<file path="src/rtl/abr_sra_pkg.sv">
`default_nettype none
// ----------------------------------------------------------------------------
// ABR source rate adjust package
// Widths, opcodes, register indexes, reset values and shared structs.
// ----------------------------------------------------------------------------
package abr_sra_pkg;

    localparam int RATE_W   = 27;
    localparam int CNT_W    = 20;
    localparam int SLOT_W   = 32;
    localparam int SHIFT_W  = 4;
    localparam int IVAL_W   = 30;
    localparam int FRAC_W   = 8;
    localparam int OP_W     = 2;
    localparam int CFG_IDX_W  = 3;
    localparam int CFG_DATA_W = 32;

    localparam logic [OP_W-1:0] OP_CONNECT = 2'd0;
    localparam logic [OP_W-1:0] OP_BRM     = 2'd1;
    localparam logic [OP_W-1:0] OP_SENT    = 2'd2;

    localparam logic [CFG_IDX_W-1:0] CFG_MIN_RATE  = 3'd0;
    localparam logic [CFG_IDX_W-1:0] CFG_PEAK_RATE = 3'd1;
    localparam logic [CFG_IDX_W-1:0] CFG_INIT_RATE = 3'd2;
    localparam logic [CFG_IDX_W-1:0] CFG_LINK_RATE = 3'd3;
    localparam logic [CFG_IDX_W-1:0] CFG_INC_SHIFT = 3'd4;
    localparam logic [CFG_IDX_W-1:0] CFG_DEC_SHIFT = 3'd5;
    localparam logic [CFG_IDX_W-1:0] CFG_CRM       = 3'd6;
    localparam logic [CFG_IDX_W-1:0] CFG_IDLE_LIM  = 3'd7;

    localparam logic [RATE_W-1:0]  RST_MIN_RATE  = 27'd51200;
    localparam logic [RATE_W-1:0]  RST_PEAK_RATE = 27'd204800;
    localparam logic [RATE_W-1:0]  RST_INIT_RATE = 27'd204800;
    localparam logic [RATE_W-1:0]  RST_LINK_RATE = 27'd90421133;
    localparam logic [SHIFT_W-1:0] RST_INC_SHIFT = 4'd4;
    localparam logic [SHIFT_W-1:0] RST_DEC_SHIFT = 4'd4;
    localparam logic [CNT_W-1:0]   RST_CRM       = 20'd524287;
    localparam logic [SLOT_W-1:0]  RST_IDLE_LIM  = 32'd176604;

    localparam logic [SHIFT_W-1:0] CDF_SHIFT     = 4'd4;
    localparam logic [RATE_W-1:0]  STOP_RATE     = 27'd2560;
    localparam logic [IVAL_W-1:0]  SAT_INTERVAL  = 30'd1000000000;

    typedef struct packed {
        logic [RATE_W-1:0]  min_rate;
        logic [RATE_W-1:0]  peak_rate;
        logic [RATE_W-1:0]  initial_rate;
        logic [RATE_W-1:0]  link_rate;
        logic [SHIFT_W-1:0] increase_shift;
        logic [SHIFT_W-1:0] decrease_shift;
        logic [CNT_W-1:0]   missing_rm_limit;
        logic [SLOT_W-1:0]  idle_limit_ticks;
    } t_cfg;

    typedef struct packed {
        logic [OP_W-1:0]   opcode;
        logic              cong_ind;
        logic              no_increase;
        logic              backward_notice;
        logic [RATE_W-1:0] explicit_rate;
        logic [SLOT_W-1:0] now_slot;
    } t_item;

    typedef struct packed {
        logic phase_a;
        logic phase_b;
    } t_rule_ctl;

    typedef struct packed {
        logic start;
    } t_div_ctl;

    typedef struct packed {
        logic done;
    } t_div_sts;

endpackage
`default_nettype wire

</file>
<file path="src/rtl/abr_sra_req_if.sv">
`default_nettype none
// ----------------------------------------------------------------------------
// ABR source rate adjust request channel
// Valid/ready channel carrying one rate update request.
// ----------------------------------------------------------------------------
interface abr_sra_req_if;
    logic        valid;
    logic        ready;
    logic [1:0]  opcode;
    logic        cong_ind;
    logic        no_increase;
    logic        backward_notice;
    logic [26:0] explicit_rate;
    logic [31:0] now_slot;

    modport source (
        output valid, opcode, cong_ind, no_increase, backward_notice,
               explicit_rate, now_slot,
        input  ready
    );
    modport sink (
        input  valid, opcode, cong_ind, no_increase, backward_notice,
               explicit_rate, now_slot,
        output ready
    );
endinterface
`default_nettype wire

</file>
<file path="src/rtl/abr_sra_rsp_if.sv">
`default_nettype none
// ----------------------------------------------------------------------------
// ABR source rate adjust result channel
// Valid/ready channel carrying the rate and slot interval of one request.
// ----------------------------------------------------------------------------
interface abr_sra_rsp_if;
    logic        valid;
    logic        ready;
    logic [26:0] allowed_rate;
    logic        send_enable;
    logic [29:0] slot_interval;
    logic [7:0]  interval_frac;
    logic        interval_changed;

    modport source (
        output valid, allowed_rate, send_enable, slot_interval, interval_frac,
               interval_changed,
        input  ready
    );
    modport sink (
        input  valid, allowed_rate, send_enable, slot_interval, interval_frac,
               interval_changed,
        output ready
    );
endinterface
`default_nettype wire

</file>
<file path="src/rtl/abr_sra_rules.sv">
`default_nettype none
// ----------------------------------------------------------------------------
// ABR source rate adjust rule engine
// Holds ACR, the unacknowledged RM count and the last RM slot; applies the
// source rules in two steps per request.
// ----------------------------------------------------------------------------
module abr_sra_rules (
    input  wire                     i_clk,
    input  wire                     i_rst_n,
    input  abr_sra_pkg::t_cfg       i_cfg,
    input  abr_sra_pkg::t_item      i_item,
    input  abr_sra_pkg::t_rule_ctl  i_ctl,
    output logic [abr_sra_pkg::RATE_W-1:0] o_acr
);
    import abr_sra_pkg::*;

    logic [RATE_W-1:0] r_acr, n_acr;
    logic [CNT_W-1:0]  r_cnt, n_cnt;
    logic [SLOT_W-1:0] r_last, n_last;

    logic [RATE_W-1:0] dec_ci;
    logic [RATE_W-1:0] dec_cdf;
    logic [RATE_W:0]   inc_sum;
    logic [SLOT_W-1:0] elapsed;

    assign dec_ci  = r_acr - (r_acr >> i_cfg.decrease_shift);
    assign dec_cdf = r_acr - (r_acr >> CDF_SHIFT);
    assign inc_sum = {1'b0, r_acr} + {1'b0, i_cfg.peak_rate >> i_cfg.increase_shift};
    assign elapsed = i_item.now_slot - r_last;

    always_comb begin
        n_acr  = r_acr;
        n_cnt  = r_cnt;
        n_last = r_last;
        if (i_ctl.phase_a) begin
            unique case (i_item.opcode)
                OP_CONNECT: begin
                    n_acr  = i_cfg.initial_rate;
                    n_cnt  = '0;
                    n_last = i_item.now_slot;
                end
                OP_BRM: begin
                    if (!i_item.backward_notice) begin
                        n_cnt = '0;
                    end
                    if (i_item.cong_ind) begin
                        n_acr = (dec_ci < i_cfg.min_rate) ? i_cfg.min_rate : dec_ci;
                    end else if (!i_item.no_increase) begin
                        n_acr = (inc_sum > {1'b0, i_cfg.peak_rate}) ? i_cfg.peak_rate
                                                                    : inc_sum[RATE_W-1:0];
                    end
                end
                OP_SENT: begin
                    // idle too long: fall back to the initial rate
                    if (elapsed > i_cfg.idle_limit_ticks && r_acr > i_cfg.initial_rate) begin
                        n_acr = i_cfg.initial_rate;
                    end
                    n_last = i_item.now_slot;
                end
                default: begin
                end
            endcase
        end else if (i_ctl.phase_b) begin
            unique case (i_item.opcode)
                OP_BRM: begin
                    // explicit rate cap
                    if (r_acr > i_item.explicit_rate &&
                        i_item.explicit_rate >= i_cfg.min_rate) begin
                        n_acr = i_item.explicit_rate;
                    end
                end
                OP_SENT: begin
                    if (r_cnt >= i_cfg.missing_rm_limit) begin
                        n_acr = (dec_cdf < i_cfg.min_rate) ? i_cfg.min_rate : dec_cdf;
                    end
                    if (r_cnt != '1) begin
                        n_cnt = r_cnt + 1'b1;
                    end
                end
                default: begin
                end
            endcase
        end
    end

    always_ff @(posedge i_clk) begin
        if (!i_rst_n) begin
            r_acr  <= '0;
            r_cnt  <= '0;
            r_last <= '0;
        end else begin
            r_acr  <= n_acr;
            r_cnt  <= n_cnt;
            r_last <= n_last;
        end
    end

    assign o_acr = r_acr;

endmodule
`default_nettype wire

</file>
<file path="src/rtl/abr_sra_div.sv">
`default_nettype none
// ----------------------------------------------------------------------------
// ABR source rate adjust interval divider
// Restoring divider on one shared subtractor: integer quotient bit by bit,
// then eight fraction bits of (divisor - remainder) / divisor.
// ----------------------------------------------------------------------------
module abr_sra_div (
    input  wire                            i_clk,
    input  wire                            i_rst_n,
    input  abr_sra_pkg::t_div_ctl          i_ctl,
    input  wire [abr_sra_pkg::RATE_W-1:0]  i_dividend,
    input  wire [abr_sra_pkg::RATE_W-1:0]  i_divisor,
    output abr_sra_pkg::t_div_sts          o_sts,
    output logic [abr_sra_pkg::RATE_W-1:0] o_quot,
    output logic [abr_sra_pkg::FRAC_W-1:0] o_frac
);
    import abr_sra_pkg::*;

    localparam int STEP_W = $clog2(RATE_W);

    localparam logic [2:0] DV_IDLE = 3'd0;
    localparam logic [2:0] DV_QUOT = 3'd1;
    localparam logic [2:0] DV_PREP = 3'd2;
    localparam logic [2:0] DV_FRAC = 3'd3;
    localparam logic [2:0] DV_DONE = 3'd4;

    logic [2:0]        r_state;
    logic [STEP_W-1:0] r_step;
    logic [RATE_W-1:0] r_rem;
    logic [RATE_W-1:0] r_quo;
    logic [RATE_W-1:0] r_dvs;
    logic [FRAC_W-1:0] r_frac;
    logic              r_rem_zero;

    logic [RATE_W:0]   sub_a;
    logic [RATE_W:0]   sub_b;
    logic [RATE_W+1:0] sub_diff;
    logic              sub_ge;

    // shared subtractor, operands steered by the sequencer
    always_comb begin
        unique case (r_state)
            DV_QUOT: begin
                sub_a = {r_rem, r_quo[RATE_W-1]};
                sub_b = {1'b0, r_dvs};
            end
            DV_PREP: begin
                sub_a = {1'b0, r_dvs};
                sub_b = {1'b0, r_rem};
            end
            default: begin
                sub_a = {r_rem, 1'b0};
                sub_b = {1'b0, r_dvs};
            end
        endcase
    end

    assign sub_diff = {1'b0, sub_a} - {1'b0, sub_b};
    assign sub_ge   = ~sub_diff[RATE_W+1];

    always_ff @(posedge i_clk) begin
        if (!i_rst_n) begin
            r_state <= DV_IDLE;
            r_step  <= '0;
        end else begin
            unique case (r_state)
                DV_IDLE: begin
                    if (i_ctl.start) begin
                        r_state <= DV_QUOT;
                        r_step  <= STEP_W'(RATE_W - 1);
                    end
                end
                DV_QUOT: begin
                    if (r_step == '0) begin
                        r_state <= DV_PREP;
                    end else begin
                        r_step <= r_step - 1'b1;
                    end
                end
                DV_PREP: begin
                    r_state <= DV_FRAC;
                    r_step  <= STEP_W'(FRAC_W - 1);
                end
                DV_FRAC: begin
                    if (r_step == '0) begin
                        r_state <= DV_DONE;
                    end else begin
                        r_step <= r_step - 1'b1;
                    end
                end
                default: begin
                    r_state <= DV_IDLE;
                end
            endcase
        end
    end

    always_ff @(posedge i_clk) begin
        unique case (r_state)
            DV_IDLE: begin
                if (i_ctl.start) begin
                    r_quo <= i_dividend;
                    r_dvs <= i_divisor;
                    r_rem <= '0;
                end
            end
            DV_QUOT: begin
                r_rem <= sub_ge ? sub_diff[RATE_W-1:0] : sub_a[RATE_W-1:0];
                r_quo <= {r_quo[RATE_W-2:0], sub_ge};
            end
            DV_PREP: begin
                // an exact quotient gives a full fraction
                r_rem_zero <= (r_rem == '0);
                r_rem      <= sub_diff[RATE_W-1:0];
            end
            DV_FRAC: begin
                r_rem  <= sub_ge ? sub_diff[RATE_W-1:0] : sub_a[RATE_W-1:0];
                r_frac <= {r_frac[FRAC_W-2:0], sub_ge};
            end
            default: begin
            end
        endcase
    end

    assign o_sts.done = (r_state == DV_DONE);
    assign o_quot     = r_quo;
    assign o_frac     = r_rem_zero ? '1 : r_frac;

endmodule
`default_nettype wire

</file>
<file path="src/rtl/abr_source_rate_adjust.sv">
`default_nettype none
// A request passes two rule steps, then 27 quotient steps, a preparation step
// and 8 fraction steps of one 28-bit subtractor before its result is registered.
// A new request is taken once the previous result sits in the output register.
// Reset (synchronous, active low): registers to defaults, ACR and counts to
// zero, held interval to all ones, no result pending.
// ----------------------------------------------------------------------------
// ABR source rate adjust
// Keeps the allowed cell rate of one ABR source and reports the link slot
// interval it implies.
// ----------------------------------------------------------------------------
module abr_source_rate_adjust (
    input  wire                                i_clk,
    input  wire                                i_rst_n,
    input  wire                                i_cfg_we,
    input  wire [abr_sra_pkg::CFG_IDX_W-1:0]   i_cfg_idx,
    input  wire [abr_sra_pkg::CFG_DATA_W-1:0]  i_cfg_data,
    abr_sra_req_if.sink                        i_req,
    abr_sra_rsp_if.source                      o_rsp
);
    import abr_sra_pkg::*;

    localparam logic [2:0] ST_IDLE   = 3'd0;
    localparam logic [2:0] ST_RULE_A = 3'd1;
    localparam logic [2:0] ST_RULE_B = 3'd2;
    localparam logic [2:0] ST_DSTART = 3'd3;
    localparam logic [2:0] ST_DWAIT  = 3'd4;
    localparam logic [2:0] ST_OUT    = 3'd5;

    logic [2:0]        r_state;
    t_cfg              r_cfg;
    t_item             r_item;
    logic [IVAL_W-1:0] r_held;

    logic              r_out_valid;
    logic [RATE_W-1:0] r_out_rate;
    logic              r_out_send;
    logic [IVAL_W-1:0] r_out_ival;
    logic [FRAC_W-1:0] r_out_frac;
    logic              r_out_chg;

    t_rule_ctl         rule_ctl;
    t_div_ctl          div_ctl;
    t_div_sts          div_sts;
    logic [RATE_W-1:0] acr;
    logic [RATE_W-1:0] quot;
    logic [FRAC_W-1:0] frac;
    logic [IVAL_W-1:0] ival;
    logic              req_fire;
    logic              out_load;

    assign req_fire = i_req.valid && i_req.ready;
    assign out_load = (r_state == ST_OUT) && (!r_out_valid || o_rsp.ready);

    assign rule_ctl.phase_a = (r_state == ST_RULE_A);
    assign rule_ctl.phase_b = (r_state == ST_RULE_B);
    assign div_ctl.start    = (r_state == ST_DSTART);

    abr_sra_rules u_rules (
        .i_clk   (i_clk),
        .i_rst_n (i_rst_n),
        .i_cfg   (r_cfg),
        .i_item  (r_item),
        .i_ctl   (rule_ctl),
        .o_acr   (acr)
    );

    abr_sra_div u_div (
        .i_clk      (i_clk),
        .i_rst_n    (i_rst_n),
        .i_ctl      (div_ctl),
        .i_dividend (r_cfg.link_rate),
        .i_divisor  (acr),
        .o_sts      (div_sts),
        .o_quot     (quot),
        .o_frac     (frac)
    );

    // a zero rate saturates the interval
    assign ival = (acr == '0) ? SAT_INTERVAL : {{(IVAL_W-RATE_W){1'b0}}, quot};

    // configuration registers
    always_ff @(posedge i_clk) begin
        if (!i_rst_n) begin
            r_cfg.min_rate         <= RST_MIN_RATE;
            r_cfg.peak_rate        <= RST_PEAK_RATE;
            r_cfg.initial_rate     <= RST_INIT_RATE;
            r_cfg.link_rate        <= RST_LINK_RATE;
            r_cfg.increase_shift   <= RST_INC_SHIFT;
            r_cfg.decrease_shift   <= RST_DEC_SHIFT;
            r_cfg.missing_rm_limit <= RST_CRM;
            r_cfg.idle_limit_ticks <= RST_IDLE_LIM;
        end else if (i_cfg_we) begin
            unique case (i_cfg_idx)
                CFG_MIN_RATE:  r_cfg.min_rate         <= i_cfg_data[RATE_W-1:0];
                CFG_PEAK_RATE: r_cfg.peak_rate        <= i_cfg_data[RATE_W-1:0];
                CFG_INIT_RATE: r_cfg.initial_rate     <= i_cfg_data[RATE_W-1:0];
                CFG_LINK_RATE: r_cfg.link_rate        <= i_cfg_data[RATE_W-1:0];
                CFG_INC_SHIFT: r_cfg.increase_shift   <= i_cfg_data[SHIFT_W-1:0];
                CFG_DEC_SHIFT: r_cfg.decrease_shift   <= i_cfg_data[SHIFT_W-1:0];
                CFG_CRM:       r_cfg.missing_rm_limit <= i_cfg_data[CNT_W-1:0];
                default:       r_cfg.idle_limit_ticks <= i_cfg_data[SLOT_W-1:0];
            endcase
        end
    end

    // sequencer
    always_ff @(posedge i_clk) begin
        if (!i_rst_n) begin
            r_state <= ST_IDLE;
        end else begin
            unique case (r_state)
                ST_IDLE:   if (req_fire) r_state <= ST_RULE_A;
                ST_RULE_A: r_state <= ST_RULE_B;
                ST_RULE_B: r_state <= ST_DSTART;
                ST_DSTART: r_state <= ST_DWAIT;
                ST_DWAIT:  if (div_sts.done) r_state <= ST_OUT;
                ST_OUT:    if (out_load) r_state <= ST_IDLE;
                default:   r_state <= ST_IDLE;
            endcase
        end
    end

    always_ff @(posedge i_clk) begin
        if (req_fire) begin
            r_item.opcode          <= i_req.opcode;
            r_item.cong_ind        <= i_req.cong_ind;
            r_item.no_increase     <= i_req.no_increase;
            r_item.backward_notice <= i_req.backward_notice;
            r_item.explicit_rate   <= i_req.explicit_rate;
            r_item.now_slot        <= i_req.now_slot;
        end
    end

    // held interval and output register
    always_ff @(posedge i_clk) begin
        if (!i_rst_n) begin
            r_held      <= '1;
            r_out_valid <= 1'b0;
        end else begin
            if (out_load) begin
                r_held      <= ival;
                r_out_valid <= 1'b1;
            end else if (o_rsp.ready) begin
                r_out_valid <= 1'b0;
            end
        end
    end

    always_ff @(posedge i_clk) begin
        if (out_load) begin
            r_out_rate <= acr;
            r_out_send <= (acr > STOP_RATE);
            r_out_ival <= ival;
            r_out_frac <= (acr == '0) ? '0 : frac;
            r_out_chg  <= (ival != r_held);
        end
    end

    assign i_req.ready            = (r_state == ST_IDLE);
    assign o_rsp.valid            = r_out_valid;
    assign o_rsp.allowed_rate     = r_out_rate;
    assign o_rsp.send_enable      = r_out_send;
    assign o_rsp.slot_interval    = r_out_ival;
    assign o_rsp.interval_frac    = r_out_frac;
    assign o_rsp.interval_changed = r_out_chg;

endmodule
`default_nettype wire
</file>
<file path="src/flat_wrapper.sv">
// flat-port wrapper written by rule: the top's interface ports become plain ports
module abr_source_rate_adjust_flat import abr_sra_pkg::*;
  (i_clk, i_rst_n, i_cfg_we, i_cfg_idx, i_cfg_data, i_req_valid, i_req_opcode, i_req_cong_ind, i_req_no_increase, i_req_backward_notice, i_req_explicit_rate, i_req_now_slot, i_req_ready, o_rsp_valid, o_rsp_allowed_rate, o_rsp_send_enable, o_rsp_slot_interval, o_rsp_interval_frac, o_rsp_interval_changed, o_rsp_ready);
  abr_sra_req_if i_req_i ();
  abr_sra_rsp_if o_rsp_i ();
  input  wire i_clk;
  input  wire i_rst_n;
  input  wire i_cfg_we;
  input  wire [abr_sra_pkg::CFG_IDX_W-1:0] i_cfg_idx;
  input  wire [abr_sra_pkg::CFG_DATA_W-1:0] i_cfg_data;
  input wire logic [$bits(i_req_i.valid)-1:0] i_req_valid;
  input wire logic [$bits(i_req_i.opcode)-1:0] i_req_opcode;
  input wire logic [$bits(i_req_i.cong_ind)-1:0] i_req_cong_ind;
  input wire logic [$bits(i_req_i.no_increase)-1:0] i_req_no_increase;
  input wire logic [$bits(i_req_i.backward_notice)-1:0] i_req_backward_notice;
  input wire logic [$bits(i_req_i.explicit_rate)-1:0] i_req_explicit_rate;
  input wire logic [$bits(i_req_i.now_slot)-1:0] i_req_now_slot;
  output wire logic [$bits(i_req_i.ready)-1:0] i_req_ready;
  output wire logic [$bits(o_rsp_i.valid)-1:0] o_rsp_valid;
  output wire logic [$bits(o_rsp_i.allowed_rate)-1:0] o_rsp_allowed_rate;
  output wire logic [$bits(o_rsp_i.send_enable)-1:0] o_rsp_send_enable;
  output wire logic [$bits(o_rsp_i.slot_interval)-1:0] o_rsp_slot_interval;
  output wire logic [$bits(o_rsp_i.interval_frac)-1:0] o_rsp_interval_frac;
  output wire logic [$bits(o_rsp_i.interval_changed)-1:0] o_rsp_interval_changed;
  input wire logic [$bits(o_rsp_i.ready)-1:0] o_rsp_ready;
  assign i_req_i.valid = i_req_valid;
  assign i_req_i.opcode = i_req_opcode;
  assign i_req_i.cong_ind = i_req_cong_ind;
  assign i_req_i.no_increase = i_req_no_increase;
  assign i_req_i.backward_notice = i_req_backward_notice;
  assign i_req_i.explicit_rate = i_req_explicit_rate;
  assign i_req_i.now_slot = i_req_now_slot;
  assign i_req_ready = i_req_i.ready;
  assign o_rsp_valid = o_rsp_i.valid;
  assign o_rsp_allowed_rate = o_rsp_i.allowed_rate;
  assign o_rsp_send_enable = o_rsp_i.send_enable;
  assign o_rsp_slot_interval = o_rsp_i.slot_interval;
  assign o_rsp_interval_frac = o_rsp_i.interval_frac;
  assign o_rsp_interval_changed = o_rsp_i.interval_changed;
  assign o_rsp_i.ready = o_rsp_ready;
  abr_source_rate_adjust u_core (.i_clk(i_clk), .i_rst_n(i_rst_n), .i_cfg_we(i_cfg_we), .i_cfg_idx(i_cfg_idx), .i_cfg_data(i_cfg_data), .i_req(i_req_i), .o_rsp(o_rsp_i));
endmodule
</file>
<file path="config.mk">
export PLATFORM = sky130hd
export DESIGN_NAME = abr_source_rate_adjust_flat
export DESIGN_NICKNAME = d
export VERILOG_FILES = /design/src/rtl/abr_sra_pkg.sv /design/src/rtl/abr_sra_req_if.sv /design/src/rtl/abr_sra_rsp_if.sv /design/src/rtl/abr_sra_rules.sv /design/src/rtl/abr_sra_div.sv /design/src/rtl/abr_source_rate_adjust.sv /design/src/flat_wrapper.sv
export SDC_FILE = /design/constraint.sdc
export NUM_CORES = 2
export LEC_CHECK = 0
export ABC_AREA = 0
export BUFFER_PORTS_ARGS = -buffer_cell sky130_fd_sc_hd__buf_2
export CORE_ASPECT_RATIO = 1.4
export CORE_MARGIN = 2
export CORE_UTILIZATION = 36
export CTS_BUF_LIST = sky130_fd_sc_hd__clkbuf_16
export CTS_CLUSTER_DIAMETER = 200
export DETAILED_ROUTE_END_ITERATION = 10
export SYNTH_ARGS = -nofsm -noshare
export SYNTH_HDL_FRONTEND = slang
export SYNTH_SLANG_ARGS = --single-unit
</file>
<file path="constraint.sdc">
create_clock -name i_clk -period 7.5 [get_ports i_clk]
set_input_delay 1.125 -clock i_clk [delete_from_list [all_inputs] [get_ports i_clk]]
set_output_delay 1.125 -clock i_clk [all_outputs]
set_load 0.01 [all_outputs]
</file>
Word-level counts from Yosys, hierarchy flattened
Cells that the tools add are included.
{"block": "totals", "reg_bits": 510, "input_bits": 104, "out_inout_bits": 69, "word_cells": 165}
{"block": "classes", "n_addsub": 7, "n_lt_le_gt_ge": 9, "n_eq_ne": 32, "shift": 2, "n_mux": 40, "n_bitwise": 2, "reduce_logical": 41}
{"cell": "$mux 27", "n": 14}
{"cell": "$pmux 27 s3", "n": 2}
{"cell": "$pmux 27 s2", "n": 2}
{"cell": "$mux 20", "n": 5}
{"cell": "$pmux 28 s2", "n": 1}
{"cell": "$gt 27x27->1", "n": 2}
{"cell": "$logic_not 27->1", "n": 2}
{"cell": "$lt 27x27->1", "n": 2}
{"cell": "$shr 27x4->27", "n": 2}
{"cell": "$pmux 20 s2", "n": 1}
{"cell": "$gt 32x32->1", "n": 1}
{"cell": "$sub 32x32->32", "n": 1}
{"cell": "$mux 30", "n": 1}
{"cell": "$ne 30x30->1", "n": 1}
{"cell": "$sub 28x27->29", "n": 1}
{"cell": "$add 27x27->28", "n": 1}
{"cell": "$gt 28x27->1", "n": 1}
{"cell": "$ge 27x27->1", "n": 1}
{"cell": "$gt 27x12->1 const B", "n": 1}
{"cell": "$sub 27x23->27", "n": 1}
{"cell": "$sub 27x27->27", "n": 1}
{"cell": "$reduce_and 2->1", "n": 12}
{"cell": "$add 20x1->20 const B", "n": 1}
{"cell": "$ge 20x20->1", "n": 1}
{"cell": "33 further kinds", "n": 75}

Longest topological paths before layout
{"block": "depth", "ltp_word": 8, "mapped_depth": 34, "ltp_nobuf": 29}

Modules after synthesis
From an unflattened synthesis, not the netlist that was laid out.
{"block": "unflattened", "hier_cells": 4097, "area_unflattened_um2": 35441.5}
{"module": "abr_sra_rules", "instances": 1, "cells_per_inst": 2401, "area_per_inst_um2": 17439.2, "seq_area_each_um2": 1581.5}
{"module": "abr_source_rate_adjust", "instances": 1, "cells_per_inst": 1148, "area_per_inst_um2": 11954.0, "seq_area_each_um2": 7877.6}
{"module": "abr_sra_div", "instances": 1, "cells_per_inst": 548, "area_per_inst_um2": 6048.3, "seq_area_each_um2": 2862.7}

Least setup slack after synthesis
Ideal clock, no wire load.
{"block": "synth_path", "path_type": "reg-to-reg", "start": "reg u_core.r_cfg[52] (netlist bit)", "end": "reg u_core.u_rules.r_acr[22] (netlist: u_core.u_rules.o_acr[22])", "setup_time_ns": 0.060, "arrival_ns": 6.262, "required_ns": 7.440, "setup_slack_ns": 1.178, "path_stages_with_launch": 31, "n_path_buf": 5, "period_less_slack_ns": 6.322, "cell_sequence": "dfxtp_1 -> clkbuf_1 -> buf_1 -> clkbuf_1 -> o21ai_0 -> mux2i_1 -> nand2_1 -> o21ai_0 -> ha_1 -> inv_1 -> fa_1 -> a211oi_1 -> o211ai_2 -> a31oi_2 -> a2111o_1 -> a21oi_1 -> o21ai_1 -> nand2_1 -> a21oi_1 -> xnor2_1 -> ha_1 -> nand3_1 -> nor3_1 -> nand3_1 -> o221ai_1 -> or2_2 -> buf_2 -> clkbuf_1 -> a21oi_1 -> a2111oi_1 -> o221a_1"}
{"block": "synth_between", "elab_chain_len": 7}
{"item": "start: declaration", "line_no": "abr_source_rate_adjust.sv:31", "rtl": "t_cfg r_cfg;"}
{"item": "$shr 27x4->27 (*)", "line_no": "abr_sra_rules.sv:26", "rtl": "assign dec_ci = r_acr - (r_acr >> i_cfg.decrease_shift);"}
{"item": "$sub 27x27->27 (*)", "line_no": "abr_sra_rules.sv:26"}
{"item": "$lt 27x27->1", "line_no": "abr_sra_rules.sv:47", "rtl": "n_acr = (dec_ci < i_cfg.min_rate) ? i_cfg.min_rate : dec_ci;"}
{"item": "$mux 27 (*)", "line_no": "abr_sra_rules.sv:47"}
{"item": "$mux 27 (*)", "line_no": "abr_sra_rules.sv:46", "rtl": "if (i_item.cong_ind) begin"}
{"item": "$pmux 27 s3 (*)", "line_no": "abr_sra_rules.sv:36", "rtl": "unique case (i_item.opcode)"}
{"item": "$mux 27 (*)", "line_no": "abr_sra_rules.sv:35", "rtl": "if (i_ctl.phase_a) begin"}
{"item": "end signal: assignment", "line_no": "abr_sra_rules.sv:92", "rtl": "r_acr <= n_acr;"}
{"item": "end: declaration", "line_no": "abr_sra_rules.sv:17", "rtl": "logic [RATE_W-1:0] r_acr, n_acr;"}
Every way passes the cells marked *; elsewhere a longest branch is shown, timed or not.
A chain may end at the register's enable or synchronous reset.

Final worst setup path
{"block": "layout_path", "start": "reg u_core.u_rules.r_acr[15] (netlist: u_core.u_rules.o_acr[15])", "end": "reg u_core.u_rules.r_acr[8] (netlist: u_core.u_rules.o_acr[8])"}
{"block": "layout_between", "elab_chain_len": 7, "elab_cells_between_ends": 24, "cone_classes": "add/sub (3); order compare (5); eq/ne (2); shift (1); mux (10); reduce/logical (3)"}
{"item": "$shr 27x4->27, or another cell as far along", "line_no": "abr_sra_rules.sv:26"}
{"item": "$sub 27x27->27, or another cell as far along", "line_no": "abr_sra_rules.sv:26"}
{"item": "$lt 27x27->1, or another cell as far along", "line_no": "abr_sra_rules.sv:47"}
{"item": "$mux 27, on equally long branches", "line_no": "abr_sra_rules.sv:47, abr_sra_rules.sv:48, abr_sra_rules.sv:73"}
{"item": "$mux 27 / $pmux 27 s2 (equally long branches)", "line_no": "abr_sra_rules.sv:46, abr_sra_rules.sv:64"}
{"item": "$pmux 27 s3 / $mux 27 (equally long branches)", "line_no": "abr_sra_rules.sv:36, abr_sra_rules.sv:63"}
{"item": "$mux 27", "line_no": "abr_sra_rules.sv:35"}
Several ways; a longest one is shown, not always the timed one. The select of a mux whose other input is x is not followed.

==> flow_summary_export.csv <==
group,metric,value,unit
place,post_dp_cell_area,0.0373,mm²
timing,final_max_slew_viol_count,0,
power,clkPwrFrac,24.0,%
clock_network,root_buffer,"clkbuf_16",
routing,vias,31304,
critical_path,max_stage_delay,0.76,ns
place,place_congestion,1.01,
timing,slew_headroom,13.6,%
layout,num-fill-cells,9871,
floorplanning,fp.dieH,372,µm
critical_path,worst-path-max-fanout,10,
global_routing,grt_pass1_vias,30048,
logic_synthesis,ys_seq_area_share,35.4,%
floorplanning,core,0.0963,mm²
outcome,status,"complete, no violations",
routing,drcViolationCount,0,
floorplanning,initial_core_util,36.2,%
timing,setup_tns,0,ns
power,p_int,6.85,mW
routing,wl_per_cell,23.3,µm
critical_path,critPathRequiredTime,8.06,ns
floorplanning,rows,135,
timing,tightest_slew,1.29,ns
global_routing,overflow,0,
logic_synthesis,synth.cell_area,0.0348,mm²
clock_network,tritoncts,"done",
global_routing,grt_max_degree,86,
critical_path,worstSetupPathType,"register to register",
clock_network,hold_buffers,0,
clock_network,clkLatencyLatePin,0.68,ns
critical_path,endpoint_kind,"register",
layout,layout_common_cells,"nand2_1, a21oi_1, ha_1",
place,dpl.hpwl,97100,µm
place,port_buffers,172,
timing,finalHoldViolations,0,
logic_synthesis,synth_fp_nets,4525,
critical_path,crit_family,"compound AO/OA/AOI/OAI gates",
power,finalPower,11.9,mW
clock_network,htree_levels,2,
clock_network,numCtsBuffers,56,
critical_path,timing.critical_path.buf_inv,4,
clock_network,path_clk_slew,0.07,ns
timing,setup_violations,0,
logic_synthesis,synthFlopType,"dfxtp_1",
power,seq_power_share,28.1,%
critical_path,cp.arrival,7.63,ns
timing,period_share,94.3,%
layout,design_area,0.0392,mm²
power,p_leak,16.1,nW
routing,dr.pass1.iters,6,
clock_network,clockBufferDepth,3,
power,pwr_density_cell,303,mW/mm²
layout,instances_no_fill,5490,
timing,max_freq,141,MHz
timing,period_minus_slack,7.07,ns
min_path,hold_class,"register to register",
routing,initialDrtViolationCount,2517,
logic_synthesis,async_flop_share,0,%
timing,whs,0.449,ns
layout,multiInputGateArea,0.0207,mm²
logic_synthesis,avgSynthCellArea,8.57,µm²
critical_path,cp_slowest_cell,"dfxtp_1",
power,peakVddDrop,0.216,mV
routing,drt.antenna.violating_nets,0,
power,comb_power_share,47.9,%
floorplanning,ioPinCount,173,
layout,fin_util,40.7,%
global_routing,grt_usage,25.3,%
power,power.net_switching,5.01,mW
global_routing,antenna_found_initial,2,
logic_synthesis,ys_types,94,
logic_synthesis,synth_edf_count,219,
layout,layout_commonest_cell,"nand2_1",
timing,fin_worst_skew,0.0549,ns
logic_synthesis,synth_cells,4063,
place,post-place-ws,0.513,ns
global_routing,grt_pass1_wl,188000,µm
place,dp_cells,5382,
layout,layout-drive-gt1-share,11.6,%
clock_network,cts_sinks,506,
layout,seqCellArea,0.0123,mm²
clock_network,cts_resized,0,
logic_synthesis,ys_ff_latch,506,
floorplanning,dieArea,0.0993,mm²
layout,area_growth,12.4,%
floorplanning,die_x,267,µm
critical_path,critPathLaunchType,"register",
routing,routed_via_density,5.70,
layout,finalNetCount,4669,
routing,drt_wl_total,128000,µm
timing,setup_ws,0.429,ns
power,switching_share,42.2,%
clock_network,post_cts_buffers,0,
timing,rsz0062_at_grt,"no",
logic_synthesis,ys.warnings.count,0,
run,cap_violations,0,
final timing paths:
check	cells after the start	endpoint	start	slack, ns
max reg2reg	29	u_core.u_rules.o_acr[8]	u_core.u_rules.o_acr[15]	0.43
min	0	u_core.u_div.r_frac[4]	u_core.u_div.r_frac[3]	0.45
min reg2reg	0	u_core.u_div.r_frac[4]	u_core.u_div.r_frac[3]	0.45
max	29	u_core.u_rules.o_acr[8]	u_core.u_rules.o_acr[15]	0.43
power groups by stage:
stage               registers [mW]  clock network, mW  logic, mW
floorplan                     3.33                  0       3.93
global placement              3.39                  0       5.54
detailed placement            3.39                  0       5.56
CTS                           3.33               2.91       5.60
global route                  3.35               3.00       6.21
finish                        3.34               2.84       5.67
metal layers:
layer  GRT usage [%]  vias to the layer above  wire (µm)
met1            29.4                    14897      49300
li1                -                    14912          -
met4            18.0                        2      10500
met2            42.7                     1096      60600
met3            3.44                      397       7540
met5               0                        -          7
Yosys cell counts, types with 15 or more instances:
master / count / area, µm²
dfxtp_1: 287 / 5750
a211oi_1: 38 / 285
xnor2_1: 84 / 736
mux2i_1: 110 / 1100
a31oi_1: 41 / 257
o22ai_1: 16 / 100
mux4_2: 23 / 518
nor2b_1: 30 / 188
o21bai_1: 21 / 158
nand4_1: 47 / 294
nor3_1: 63 / 315
or2_2: 17 / 106
nand2_1: 680 / 2550
o21a_1: 31 / 233
o21ai_0: 185 / 926
nor2_1: 258 / 968
buf_1: 20 / 75.1
xor2_1: 67 / 587
clkbuf_1: 144 / 541
a21o_1: 61 / 458
edfxtp_1: 219 / 6580
a41o_1: 26 / 260
mux2_2: 44 / 495
nand2b_1: 29 / 181
o211ai_1: 94 / 706
and2_1: 22 / 138
inv_1: 293 / 1100
ha_1: 353 / 4420
o211a_1: 15 / 150
a21oi_1: 388 / 1940
nand3_1: 93 / 465
nor4_1: 28 / 175
cells by family after synthesis:
group / after synthesis / synth area share, %
AOI/OAI and AO/OA: 1070 / 19.8
xor gates and xnor gates: 151 / 3.80
adders and majority gates: 358 / 13.0
buffers and inverters: 480 / 5.34
DFF: 506 / 35.4
muxes: 177 / 6.07
and+or+nand+nor: 1321 / 16.6
registers in the layout, summed over array words and instances, names as in the netlist, 28 cells and up:
register	count
u_core.o_rsp.slot_interval	28
u_core.r_cfg	168
u_core.r_held	28
u_core.r_item	64
u_core.u_rules.r_last	32
worst reg2reg max path, delay by kind of cell, from the launching register on:
kind	cells	cell delay (ns)
adder cells (fa/ha/maj)	3	0.98
flip-flops	1	0.76
AND/OR/NAND/NOR	4	0.80
AO/OA/AOI/OAI	15	3.07
buffers and inverters	4	0.66
XOR/XNOR	1	0.20
multiplexers	2	0.49
final cells by class:
| cell class | count | area share [%] |
|---|---|---|
| inverters | 295 | 2.84 |
| well taps | 1233 | 3.94 |
| repair buffers | 271 | 4.14 |
| diodes | 4 | 0.0256 |
| clock buffers | 56 | 3.58 |
| clock inverters | 48 | 1.16 |
| flip-flops and latches | 506 | 31.5 |
| multi-input cells | 3077 | 52.8 |
Note: power is estimated with default switching activity, not from simulation.
